<file path="src/design/byte_stream_reassembler_macros.svh">
// Assertion macros for the byte stream reassembler.
// Used by the top level only; no dependencies.
`ifndef BYTE_STREAM_REASSEMBLER_MACROS_SVH
`define BYTE_STREAM_REASSEMBLER_MACROS_SVH

// same-cycle implication
`define BSR_ASSERT_IMP(lbl, clk, rst, ante, cons, msg) \
   lbl: assert property (@(posedge clk) disable iff (rst) (ante) |-> (cons)) \
      else $error(msg);

// next-cycle implication
`define BSR_ASSERT_NXT(lbl, clk, rst, ante, cons, msg) \
   lbl: assert property (@(posedge clk) disable iff (rst) (ante) |=> (cons)) \
      else $error(msg);

`endif

</file>
<file path="src/design/bsr_pkg.sv">
// Types and codes shared by the byte stream reassembler modules.
// No dependencies.
`default_nettype none
package bsr_pkg;

   localparam int CNT_W = 13;

   localparam logic REQ_PUSH = 1'b0;
   localparam logic REQ_READ = 1'b1;

   localparam logic [1:0] PS_STORED = 2'd0;
   localparam logic [1:0] PS_DUP    = 2'd1;
   localparam logic [1:0] PS_BEYOND = 2'd2;
   localparam logic [1:0] PS_NONE   = 2'd3;

   typedef struct packed {
      logic        req_type;
      logic [31:0] stream_index;
      logic [7:0]  data_byte;
      logic        has_byte;
      logic        ends_stream;
   } bsr_req_type;

   typedef struct packed {
      logic [7:0]       read_byte;
      logic             read_valid;
      logic [1:0]       push_status;
      logic [31:0]      assembled_position;
      logic [CNT_W-1:0] pending_count;
      logic [CNT_W-1:0] buffered_count;
      logic             stream_finished;
   } bsr_rsp_type;

   typedef enum logic {
      OPK_PUSH,
      OPK_READ
   } bsr_opk_type;

   typedef struct packed {
      bsr_opk_type kind;
      logic [31:0] stream_index;
      logic [7:0]  data_byte;
      logic        has_byte;
      logic        ends_stream;
   } bsr_op_type;

   typedef enum logic [2:0] {
      S_CLEAR,
      S_IDLE,
      S_RD_WAIT,
      S_CHECK,
      S_HELD_WAIT,
      S_ADV_RD,
      S_ADV_CHK,
      S_RESP
   } bsr_state_type;

endpackage
`default_nettype wire

</file>
<file path="src/design/bsr_front.sv">
// Front end: accepts request beats, classifies them and queues them for the back end.
// Depends on bsr_pkg.
`default_nettype none
module bsr_front (
   input  wire logic                 clock,
   input  wire logic                 reset,
   input  wire logic                 push,
   output      logic                 full,
   input  wire bsr_pkg::bsr_req_type req_item,
   output      logic                 op_valid,
   input  wire logic                 op_ready,
   output      bsr_pkg::bsr_op_type  op
);

   bsr_pkg::bsr_op_type slot_ff [2];
   bsr_pkg::bsr_op_type slot_in;
   logic       wr_ptr_ff, wr_ptr_in;
   logic       rd_ptr_ff, rd_ptr_in;
   logic [1:0] count_ff, count_in;
   logic       do_wr, do_rd;

   always_comb begin
      slot_in.kind         = (req_item.req_type == bsr_pkg::REQ_READ) ?
                             bsr_pkg::OPK_READ : bsr_pkg::OPK_PUSH;
      slot_in.stream_index = req_item.stream_index;
      slot_in.data_byte    = req_item.data_byte;
      slot_in.has_byte     = req_item.has_byte;
      slot_in.ends_stream  = req_item.ends_stream;
   end

   assign full     = (count_ff == 2'd2);
   assign op_valid = (count_ff != 2'd0);
   assign op       = slot_ff[rd_ptr_ff];
   assign do_wr    = push && !full;
   assign do_rd    = op_valid && op_ready;

   always_comb begin
      wr_ptr_in = do_wr ? ~wr_ptr_ff : wr_ptr_ff;
      rd_ptr_in = do_rd ? ~rd_ptr_ff : rd_ptr_ff;
      count_in  = count_ff + 2'(do_wr) - 2'(do_rd);
   end

   always_ff @(posedge clock) begin
      if (reset) begin
         wr_ptr_ff <= 1'b0;
         rd_ptr_ff <= 1'b0;
         count_ff  <= 2'd0;
      end else begin
         wr_ptr_ff <= wr_ptr_in;
         rd_ptr_ff <= rd_ptr_in;
         count_ff  <= count_in;
      end
   end

   always_ff @(posedge clock) begin
      if (do_wr) begin
         slot_ff[wr_ptr_ff] <= slot_in;
      end
   end

endmodule
`default_nettype wire

</file>
<file path="config.mk">
export PLATFORM = sky130hd
export DESIGN_NAME = bsr_front
export DESIGN_NICKNAME = d
export VERILOG_FILES = /design/src/design/byte_stream_reassembler_macros.svh /design/src/design/bsr_pkg.sv /design/src/design/bsr_front.sv
export SDC_FILE = /design/constraint.sdc
export NUM_CORES = 1
export LEC_CHECK = 0
export BUFFER_PORTS_ARGS = -buffer_cell sky130_fd_sc_hd__buf_2
export CAP_MARGIN = 10
export CELL_PAD_IN_SITES_DETAIL_PLACEMENT = 1
export CELL_PAD_IN_SITES_GLOBAL_PLACEMENT = 2
export CORE_UTILIZATION = 40
export DETAILED_ROUTE_END_ITERATION = 10
export PLACE_DENSITY = 0.91
export SLEW_MARGIN = 20
export SYNTH_ARGS = -nofsm -noshare
export SYNTH_HDL_FRONTEND = slang
export SYNTH_SLANG_ARGS = --single-unit
</file>
<file path="constraint.sdc">
create_clock -name clock -period 3.66 [get_ports clock]
set_input_delay 0.366 -clock clock [delete_from_list [all_inputs] [get_ports clock]]
set_output_delay 0.366 -clock clock [all_outputs]
set_load 0.01 [all_outputs]
</file>
=== Yosys cells after proc, flatten, opt, wreduce, memory -nomap -nowiden ===
Memories as Yosys holds them, arrays and structs flattened. A register that Yosys moved wholly into a read port is not among the register bits.
Index checks and enable logic that the tools add are counted.

* Flip-flop bits (word level): 4
* Bits in writable memories: 86
* Input bits: 47
* Output and inout port bits: 45
* Logic and storage cells: 18
* Memories: 1

{| class="wikitable"
|+ Memories
! name !! words !! width !! rd ports !! clocked after memory_dff !! wr ports !! line !! text
|-
| slot_ff || 2 || 43 || 1 || 1 || 1 || bsr_front.sv:15 || <nowiki>bsr_pkg::bsr_op_type slot_ff [2];</nowiki>
|}

* $add $sub $neg: 2
* Equal/unequal tests: 1
* Mux-type cells: 5
* Bitwise gates (word level): 2
* Reduce and logical (&&, ||, !) cells: 4

{| class="wikitable"
|+ Operator list
! kind !! count
|-
| 1-bit 2-to-1 mux || 5
|-
| 2-bit by 1-bit adder with 2-bit output || 1
|-
| 2-bit equality test, second input constant || 1
|-
| 1-bit logical AND || 2
|-
| 1-bit inverter || 2
|-
| 2-bit nonzero test || 1
|-
| 2-bit by 1-bit subtractor with 2-bit output || 1
|-
| 1-bit zero test || 1
|}

=== Longest topological paths before layout ===
Gate-level depths: netlist of the first run.

* Depth after elaboration: 5
* Mapped depth: 8
* Gate-level depth less buffers: 8

=== Least setup slack after synthesis of the first run ===
Ideal clock, no wire load.

* Path type: reg-to-reg
* Start: register count_ff[0]
* End: memory slot_ff[0][0] (netlist name) (enable)
* Setup time: 0.397 ns
* Arrival time: 1.704 ns
* Required time: 3.263 ns
* Path slack: 1.558 ns
* Stages on the path, launching flop included: 5
* Buffers on the path: 0
* Period minus slack after synthesis: 2.102 ns
* Cell sequence: dfxtp_1 nand2b_2 inv_2 or3_1 inv_1

* Word-level cells in the longest chain between the ends: 5

{| class="wikitable"
|+ Ends and longest elaborated chain
! element !! line !! text
|-
| start, declared || bsr_front.sv:19 || <nowiki>logic [1:0] count_ff, count_in;</nowiki>
|-
| start signal, assigned || bsr_front.sv:51 || <nowiki>count_ff <= count_in;</nowiki>
|-
| 2-bit equality test || bsr_front.sv:31 || <nowiki>assign full = (count_ff == 2'd2);</nowiki>
|-
| via full || bsr_front.sv:8 || <nowiki>output logic full,</nowiki>
|-
| 1-bit zero test || bsr_front.sv:34 || <nowiki>assign do_wr = push && !full;</nowiki>
|-
| 1-bit logical AND || bsr_front.sv:34 ||
|-
| 1-bit 2-to-1 mux || bsr_front.sv:56 || <nowiki>if (do_wr) begin</nowiki>
|-
| 1-bit 2-to-1 mux (implied by the code) || bsr_front.sv:57 || <nowiki>slot_ff[wr_ptr_ff] <= slot_in;</nowiki>
|-
| end, declared || bsr_front.sv:15 ||
|}

The timed path passes the listed nets, and every way through them passes these cells.

==> impl_results.md, run 1 <==
- Routed met1 length: around 2.4 mm
- Final nets: 307
- Library cells used by synthesis: 20
- Crit Reg-Reg Endpoint: slot_ff[0][34]$_DFFE_PP_
- Initial antenna violation count: 0
- TritonCTS clock tree: done
- Core box area: between 7000 and 8000 µm²
- Worst Hold Class: in -> reg
- Ant diodes: 0
- Wire length on met2: 3.01 mm
- Cell area after synthesis: 3330 µm²
- Crit path cell chain: mux2_2, buf_2
- Final Skew: around 6 ps
- Setup_tns: 0 ps
- Die X: approximately 93 µm
- Clk root buf: clkbuf_8
- Post-CTS Setup Repair Bufs: 0
- Vias in the first global route: approximately 1900
- Reg area: around 2700 µm²
- CTS clk-pin slew, worst paths: around 80 ps
- Syn_nets: between 200 and 250
- P_leak: approximately 1.5 nW
- Max cap viols: 0
- DIE AREA: 8690 µm²
- Worst Max-Slew Pin Slew: ~1000 ps
- DP Wirelength: approximately 3.8 mm
- Filler instances: 754
- Count leader, synth: edfxtp_1
- CP max stage delay: 1000 ps
- Max Fclk: around 440 MHz
- FP Rows: 32
- Footprint of the multi-input gates: 603 µm²
- Hold Fails Final Rpt: 0
- Clk sinks: 91
- Setup violators final: 0
- Sequential element share of the synthesized area: 80.6%
- Layout cells sized above 1: between 50% and 60%
- CTS Buf Count: 9
- Synth top area share: between 70 and 80%
- Primary FF master, synth: edfxtp_1
- Post-route ant nets: 0
- Worst skew pair latency: around 340 ps
- Largest net degree at the start of global routing: 44
- Post-synth EDFFs: 86
- Detailed Route WL: roughly 5.8 mm
- Synth area leader: edfxtp_1
- Initial DRC count: 37
- Synth top cells by count: edfxtp_1, mux2_2, dfxtp_1, buf_2
- First-pass DRT Iterations: 4
- Last element of the critical path: op[14]
- GP Congestion: about 0.64
- Cells after synthesis: 160
- Initial Util: 42.2%
- First-pass GRT wire length: just under 9 mm
- Min Tclk post-route: 2290 ps
- Post-cts repair resize count: 0
- R2r startpoint: count_ff[0]$_SDFF_PP0_
- Synthesis Warnings: 0
- Peak VDD IR: roughly 0.37 mV
- Area Overhead vs Synth: 23.5%
- Arrival time at the worst endpoint: 1930 ps
- Clock buffer depth: 2
- Power density over the cells: 651 nW/µm²
- DR WL/cell: roughly 16 µm
- Status: complete, no violations
- Cells after DPL: around 350
- Critical Path Sink Type: output pin
- I/O pin total: 92
- Final period util: between 60% and 70%
- Post-CTS Hold Buffers: 0
- Total GRT Usage: ~14%
- Rel. slew slack: between 30% and 40%
- Die Height: 93.2 µm
- RSZ-0062 raised after global routing: false
- Setup Crit Path Kind: reg -> out
- Crit path launch type: flop
- Synthesized area per cell: 20.8 µm²
- Ys async rst share: 0%
- Hold slack: ~210 ps
- Top layer in use: met4
- H-Tree Depth: 3
- CP Data Required Time: 3290 ps
- Via count: about 1700
- R2r setup slk: around 1600 ps
- GRT overflow: 0
- Wire length on met3: between 300 and 400 µm
- Final max-slew violation count: 0
- Slowest stage cell on the critical path: dfxtp_2
- Post-route DRC violation count: 0
- Post-route insts no fill: roughly 360
- Vias/cell: 4.68
- FF+latch count, synth: 91
- Port bufs: between 90 and 100
- Synth area leaders: edfxtp_1, mux2_2, dfxtp_1, ha_1, buf_2
- CP max FO: 43
- Reg2Reg Depth: 4
[metal layers]
metal	global-route usage, %	vias up
met4	6.54	0
met5	0	-
li1	-	809
met2	24.9	58
met1	15.6	827
met3	3.66	11
[report_power, final]
group          switching [mW]  leakage [nW]  internal [mW]
clock network           0.321        0.0960          0.379
registers              0.0963         0.845           1.29
logic                   0.280         0.606          0.306
[cells in the final DEF, fill, tap and decap left out]
master,synthesis,layout
a21oi_1,1,1
and3_2,1,1
buf_12,0,1
buf_2,4,91
bufinv_16,0,2
clkbuf_1,0,1
clkbuf_8,0,9
clkinv_1,0,1
clkinvlp_4,0,2
dfxtp_1,5,4
dfxtp_2,0,1
edfxtp_1,86,86
ha_1,2,2
inv_1,3,2
inv_2,1,2
mux2_2,43,43
nand2_1,1,1
nand2b_2,1,1
nor2_1,3,3
nor2b_1,1,1
o21a_1,1,1
o21ai_0,1,1
or2_2,1,1
or3_1,1,1
xnor2_1,2,2
xor2_1,1,1
[final cells by class]
class	count	area share (%)
clock buffers	10	3.10
clock inverters	5	1.92
inverters	4	0.365
multi-input cells	60	14.7
flip-flops and latches	91	65.3
well taps	102	3.10
repair buffers	92	11.6
[cell families (layout without fill, tap and decap cells)]
family | Yosys count | count (layout) | synth area share (%)
flops | 91 | 91 | 80.6
mux | 43 | 43 | 14.5
simple gates | 9 | 9 | 1.50
buf+inv | 9 | 111 | 1.28
compound gates | 3 | 3 | 0.526
xor+xnor | 3 | 3 | 0.790
fa+ha+maj | 2 | 2 | 0.752
[sequential cells by signal (all words and copies together) (netlist names), named ones only]
register   flops
rd_ptr_ff      1
wr_ptr_ff      1
slot_ff       86
count_ff       2
[stage by stage]
step / setup slack [ps] / instance area (µm²) / power, mW / utilization [%]
global route: 1230 / 4110 / 2.82 / 52.1
finish: 1370 / 4110 / 2.68 / 52.1
CTS: 1290 / 4090 / 2.71 / 51.9
floorplan: 1560 / 3330 / 1.77 / -
detailed placement: 1590 / 3880 / 2.01 / 49.3
global placement: 1660 / 3880 / 1.99 / 49.3
[worst max-delay path, delay by kind of cell (launching register included)]
| family | cells | cell delay [ps] |
|---|---|---|
| flops | 1 | 1000 |
| buf+inv | 1 | 140 |
| mux | 1 | 430 |
[worst min-delay path by stage]
stage	start	to	slack, ps	cells past startpoint
floorplan	reset	wr_ptr_ff$_SDFFE_PP0N_	440	1
global placement	wr_ptr_ff$_SDFFE_PP0N_	wr_ptr_ff$_SDFFE_PP0N_	480	2
detailed placement	wr_ptr_ff$_SDFFE_PP0N_	wr_ptr_ff$_SDFFE_PP0N_	490	2
CTS	req_item[9]	slot_ff[0][9]$_DFFE_PP_	190	1
global route	req_item[9]	slot_ff[0][9]$_DFFE_PP_	190	1
finish	req_item[3]	slot_ff[0][3]$_DFFE_PP_	210	1
Power figures use the tool's default switching activity.
==> inputs of run 2 (changes only) <==
Settings changed: ABC_AREA set to 1, CORE_UTILIZATION 40 to 34, PLACE_DENSITY 0.91 to 0.82.
Clock period 3.66 ns to 2 ns, I/O delays scaled along.
==> impl_results.md, run 2 <==
- Ant diodes: 0
- Largest net degree at the start of global routing: 32
- Status: complete, no violations
- Cell area after synthesis: between 3000 and 4000 µm²
- Last element of the critical path: op[35]
- GRT overflow: 0
- Power density over the cells: about 1200 nW/µm²
- Final max-slew violation count: 0
- FP Rows: 36
- Setup_tns: 0 ps
- H-Tree Depth: 3
- Commonest non-fill, non-tap cell in the layout: buf_2
- Slowest stage cell on the critical path: dfxtp_2
- CP max stage delay: 350 ps
- Total GRT Usage: between 10% and 20%
- Design area: 4350 µm²
- First-pass DRT Iterations: 4
- Synth top cells by count: edfxtp_1, mux2_4, inv_1, nor2_1, nand2_1
- Rel. slew slack: between 70 and 80%
- Critical Path Sink Type: output pin
- CTS Buf Count: 9
- Synth area leaders: edfxtp_1, mux2_4, dfxtp_1, buf_12, inv_1
- Largest register FFs: 86
- GP Congestion: 0.683
- Largest regs: slot_ff (86), count_ff (2)
- Count leader, synth: edfxtp_1
- Cells after DPL: a little under 400
- Largest register by flop count: slot_ff
- Placed instance area: ~4200 µm²
- Arrival time at the worst endpoint: roughly 1500 ps
- Final core utilization: a little over two fifths
- Post-cts repair resize count: 0
- Vias in the first global route: roughly 1900
- Synthesized area per cell: 20.7 µm²
- DIE AREA: between 10000 and 15000 µm²
- Buf/Inv on CP: 2
- Core box area: around 10000 µm²
- Hold Fails Final Rpt: 0
- Final period util: a little over four fifths
- Vias/cell: between 4 and 5
- Clk sinks: slightly above 90
- Filler instances: roughly 1000
- Clk root buf: clkbuf_8
- Setup Crit Path Kind: reg -> out
- DR WL/cell: 14.7 µm
- Sequential element share of the synthesized area: 75.4%
- Peak VDD IR: ~0.58 mV
- Crit path cell chain: buf_4, mux2_4, buf_2
- Max Fclk: roughly 600 MHz
- Reg2Reg Depth: 10
- R2r startpoint: count_ff[0]$_SDFF_PP0_
- Min Tclk post-route: 1670 ps
- Initial Util: between 30% and 40%
- Stages on the worst setup path: 3
- Die X: roughly 100 µm
- Area Overhead vs Synth: 22.4%
- Initial antenna violation count: 0
- Library cells used by synthesis: 12
- P_leak: approximately 1.7 nW
- Detailed Route WL: around 6 mm
- Crit path launch type: flop
- Clock buffer depth: 2
- TritonCTS clock tree: done
- Syn_nets: approximately 220
- Post-route DRC violation count: 0
- Port bufs: between 90 and 100
- Layout cells sized above 1: a little over half
- Post-route ant nets: 0
- Crit Reg-Reg Endpoint: count_ff[1]$_SDFF_PP0_
- RSZ-0062 raised after global routing: false
- Synth top area share: a little over 70%
- Synthesis Warnings: 0
- Hold Crit Start: req_item[39]
- R2r setup slk: between 300 and 400 ps
- DP Wirelength: approximately 4.2 mm
- Worst Hold Class: in -> reg
- Worst Max-Slew Pin Slew: between 400 and 500 ps
- Cells after synthesis: 172
- Die Height: 104 µm
- Primary FF master, synth: edfxtp_1
- CTS clk-pin slew, worst paths: around 80 ps
- Synth area leader: edfxtp_1
- Initial DRC count: 53
- I/O pin total: 92
- Via count: 1816
- Final Skew: slightly below 7 ps
- Post-route insts no fill: approximately 410
- Cell family with most CP delay: buffers and inverters
- First-pass GRT wire length: between 9 and 10 mm
- Setup violators final: 0
- Commonest cells after routing, fill and taps aside: buf_2, edfxtp_1, mux2_4
- FF+latch count, synth: between 90 and 100
- Worst skew pair latency: roughly 350 ps
- Ys async rst share: 0%
- Post-synth EDFFs: 86
- Final nets: 325
- CP Data Required Time: about 1800 ps
- Max cap viols: 0
- CP max FO: 15
## run 2: cell types whose count changed in the layout (fill, tap and decap cells not counted), sizes merged, moves of 2 or more
cell      delta
nand2        +7
nor2         +6
buf          +5
inv          +5
clkbuf       +3
nand3        +3
clkinvlp     -2
xnor2        -2
## run 2: area by class of cell
| cell class | count | area [µm²] | area share [%] |
|---|---|---|---|
| tap | 133 | 166 | 3.82 |
| inverter | 9 | 33.8 | 0.776 |
| clock inverter | 3 | 38.8 | 0.891 |
| timing repair buffer | 98 | 536 | 12.3 |
| multi-input combinational | 67 | 756 | 17.4 |
| clock buffer | 13 | 139 | 3.19 |
| sequential | 91 | 2680 | 61.7 |
## run 2: metal layers
| layer | vias up | part of all wire, % | track usage, % |
|---|---|---|---|
| met1 | 891 | 42 | 12.6 |
| li1 | 852 | - | - |
| met2 | 64 | 52 | 20.0 |
| met5 | - | 0 | 0 |
| met3 | 9 | 4.6 | 3.13 |
| met4 | 0 | 1.6 | 7.04 |
## run 2: kinds of logic after synthesis
logic type	share of synthesized area, %
DFF	75.4
muxes	17.8
and+or+nand+nor	2.22
buffers and inverters	3.52
AOI/OAI and AO/OA	0.282
adders and majority gates	0.704
## run 2: power breakdown
| part | switching, mW | total, mW | internal [mW] |
|---|---|---|---|
| logic | 0.726 | 1.46 | 0.734 |
| clock network | 0.575 | 1.15 | 0.575 |
| registers | 0.0878 | 2.50 | 2.41 |
| total | 1.39 | 5.11 | 3.72 |
## run 2: through the flow
stage / hold slack (ps) / setup WS [ps] / total power, mW
after floorplan: 271 / 177 / 3.59
after global placement: 374 / 507 / 3.99
after detailed placement: 379 / 362 / 4.04
after CTS: 9.74 / 284 / 5.21
after global routing: 18.5 / 240 / 5.35
final: 38.8 / 328 / 5.11
## run 2: how the worst min path moves through the flow
stage / cells after the start / to
global route: 1 / slot_ff[0][2]$_DFFE_PP_
floorplan: 1 / count_ff[0]$_SDFF_PP0_
detailed placement: 2 / count_ff[0]$_SDFF_PP0_
global placement: 2 / count_ff[0]$_SDFF_PP0_
CTS: 1 / slot_ff[1][39]$_DFFE_PP_
finish: 1 / slot_ff[0][39]$_DFFE_PP_
## run 2: worst register-to-register path: cells and delay by family (launching register included)
family | cells | cell delay [ps]
adders and majority gates | 2 | 500
and+or+nand+nor | 4 | 400
DFF | 1 | 360
buffers and inverters | 3 | 180
AOI/OAI and AO/OA | 1 | 130
## run 2: what timing repair did
action / in CTS / in global routing
hold buffers: 1 / 0
setup buffers: 0 / 0
hold endpoints to repair: 1 / 0
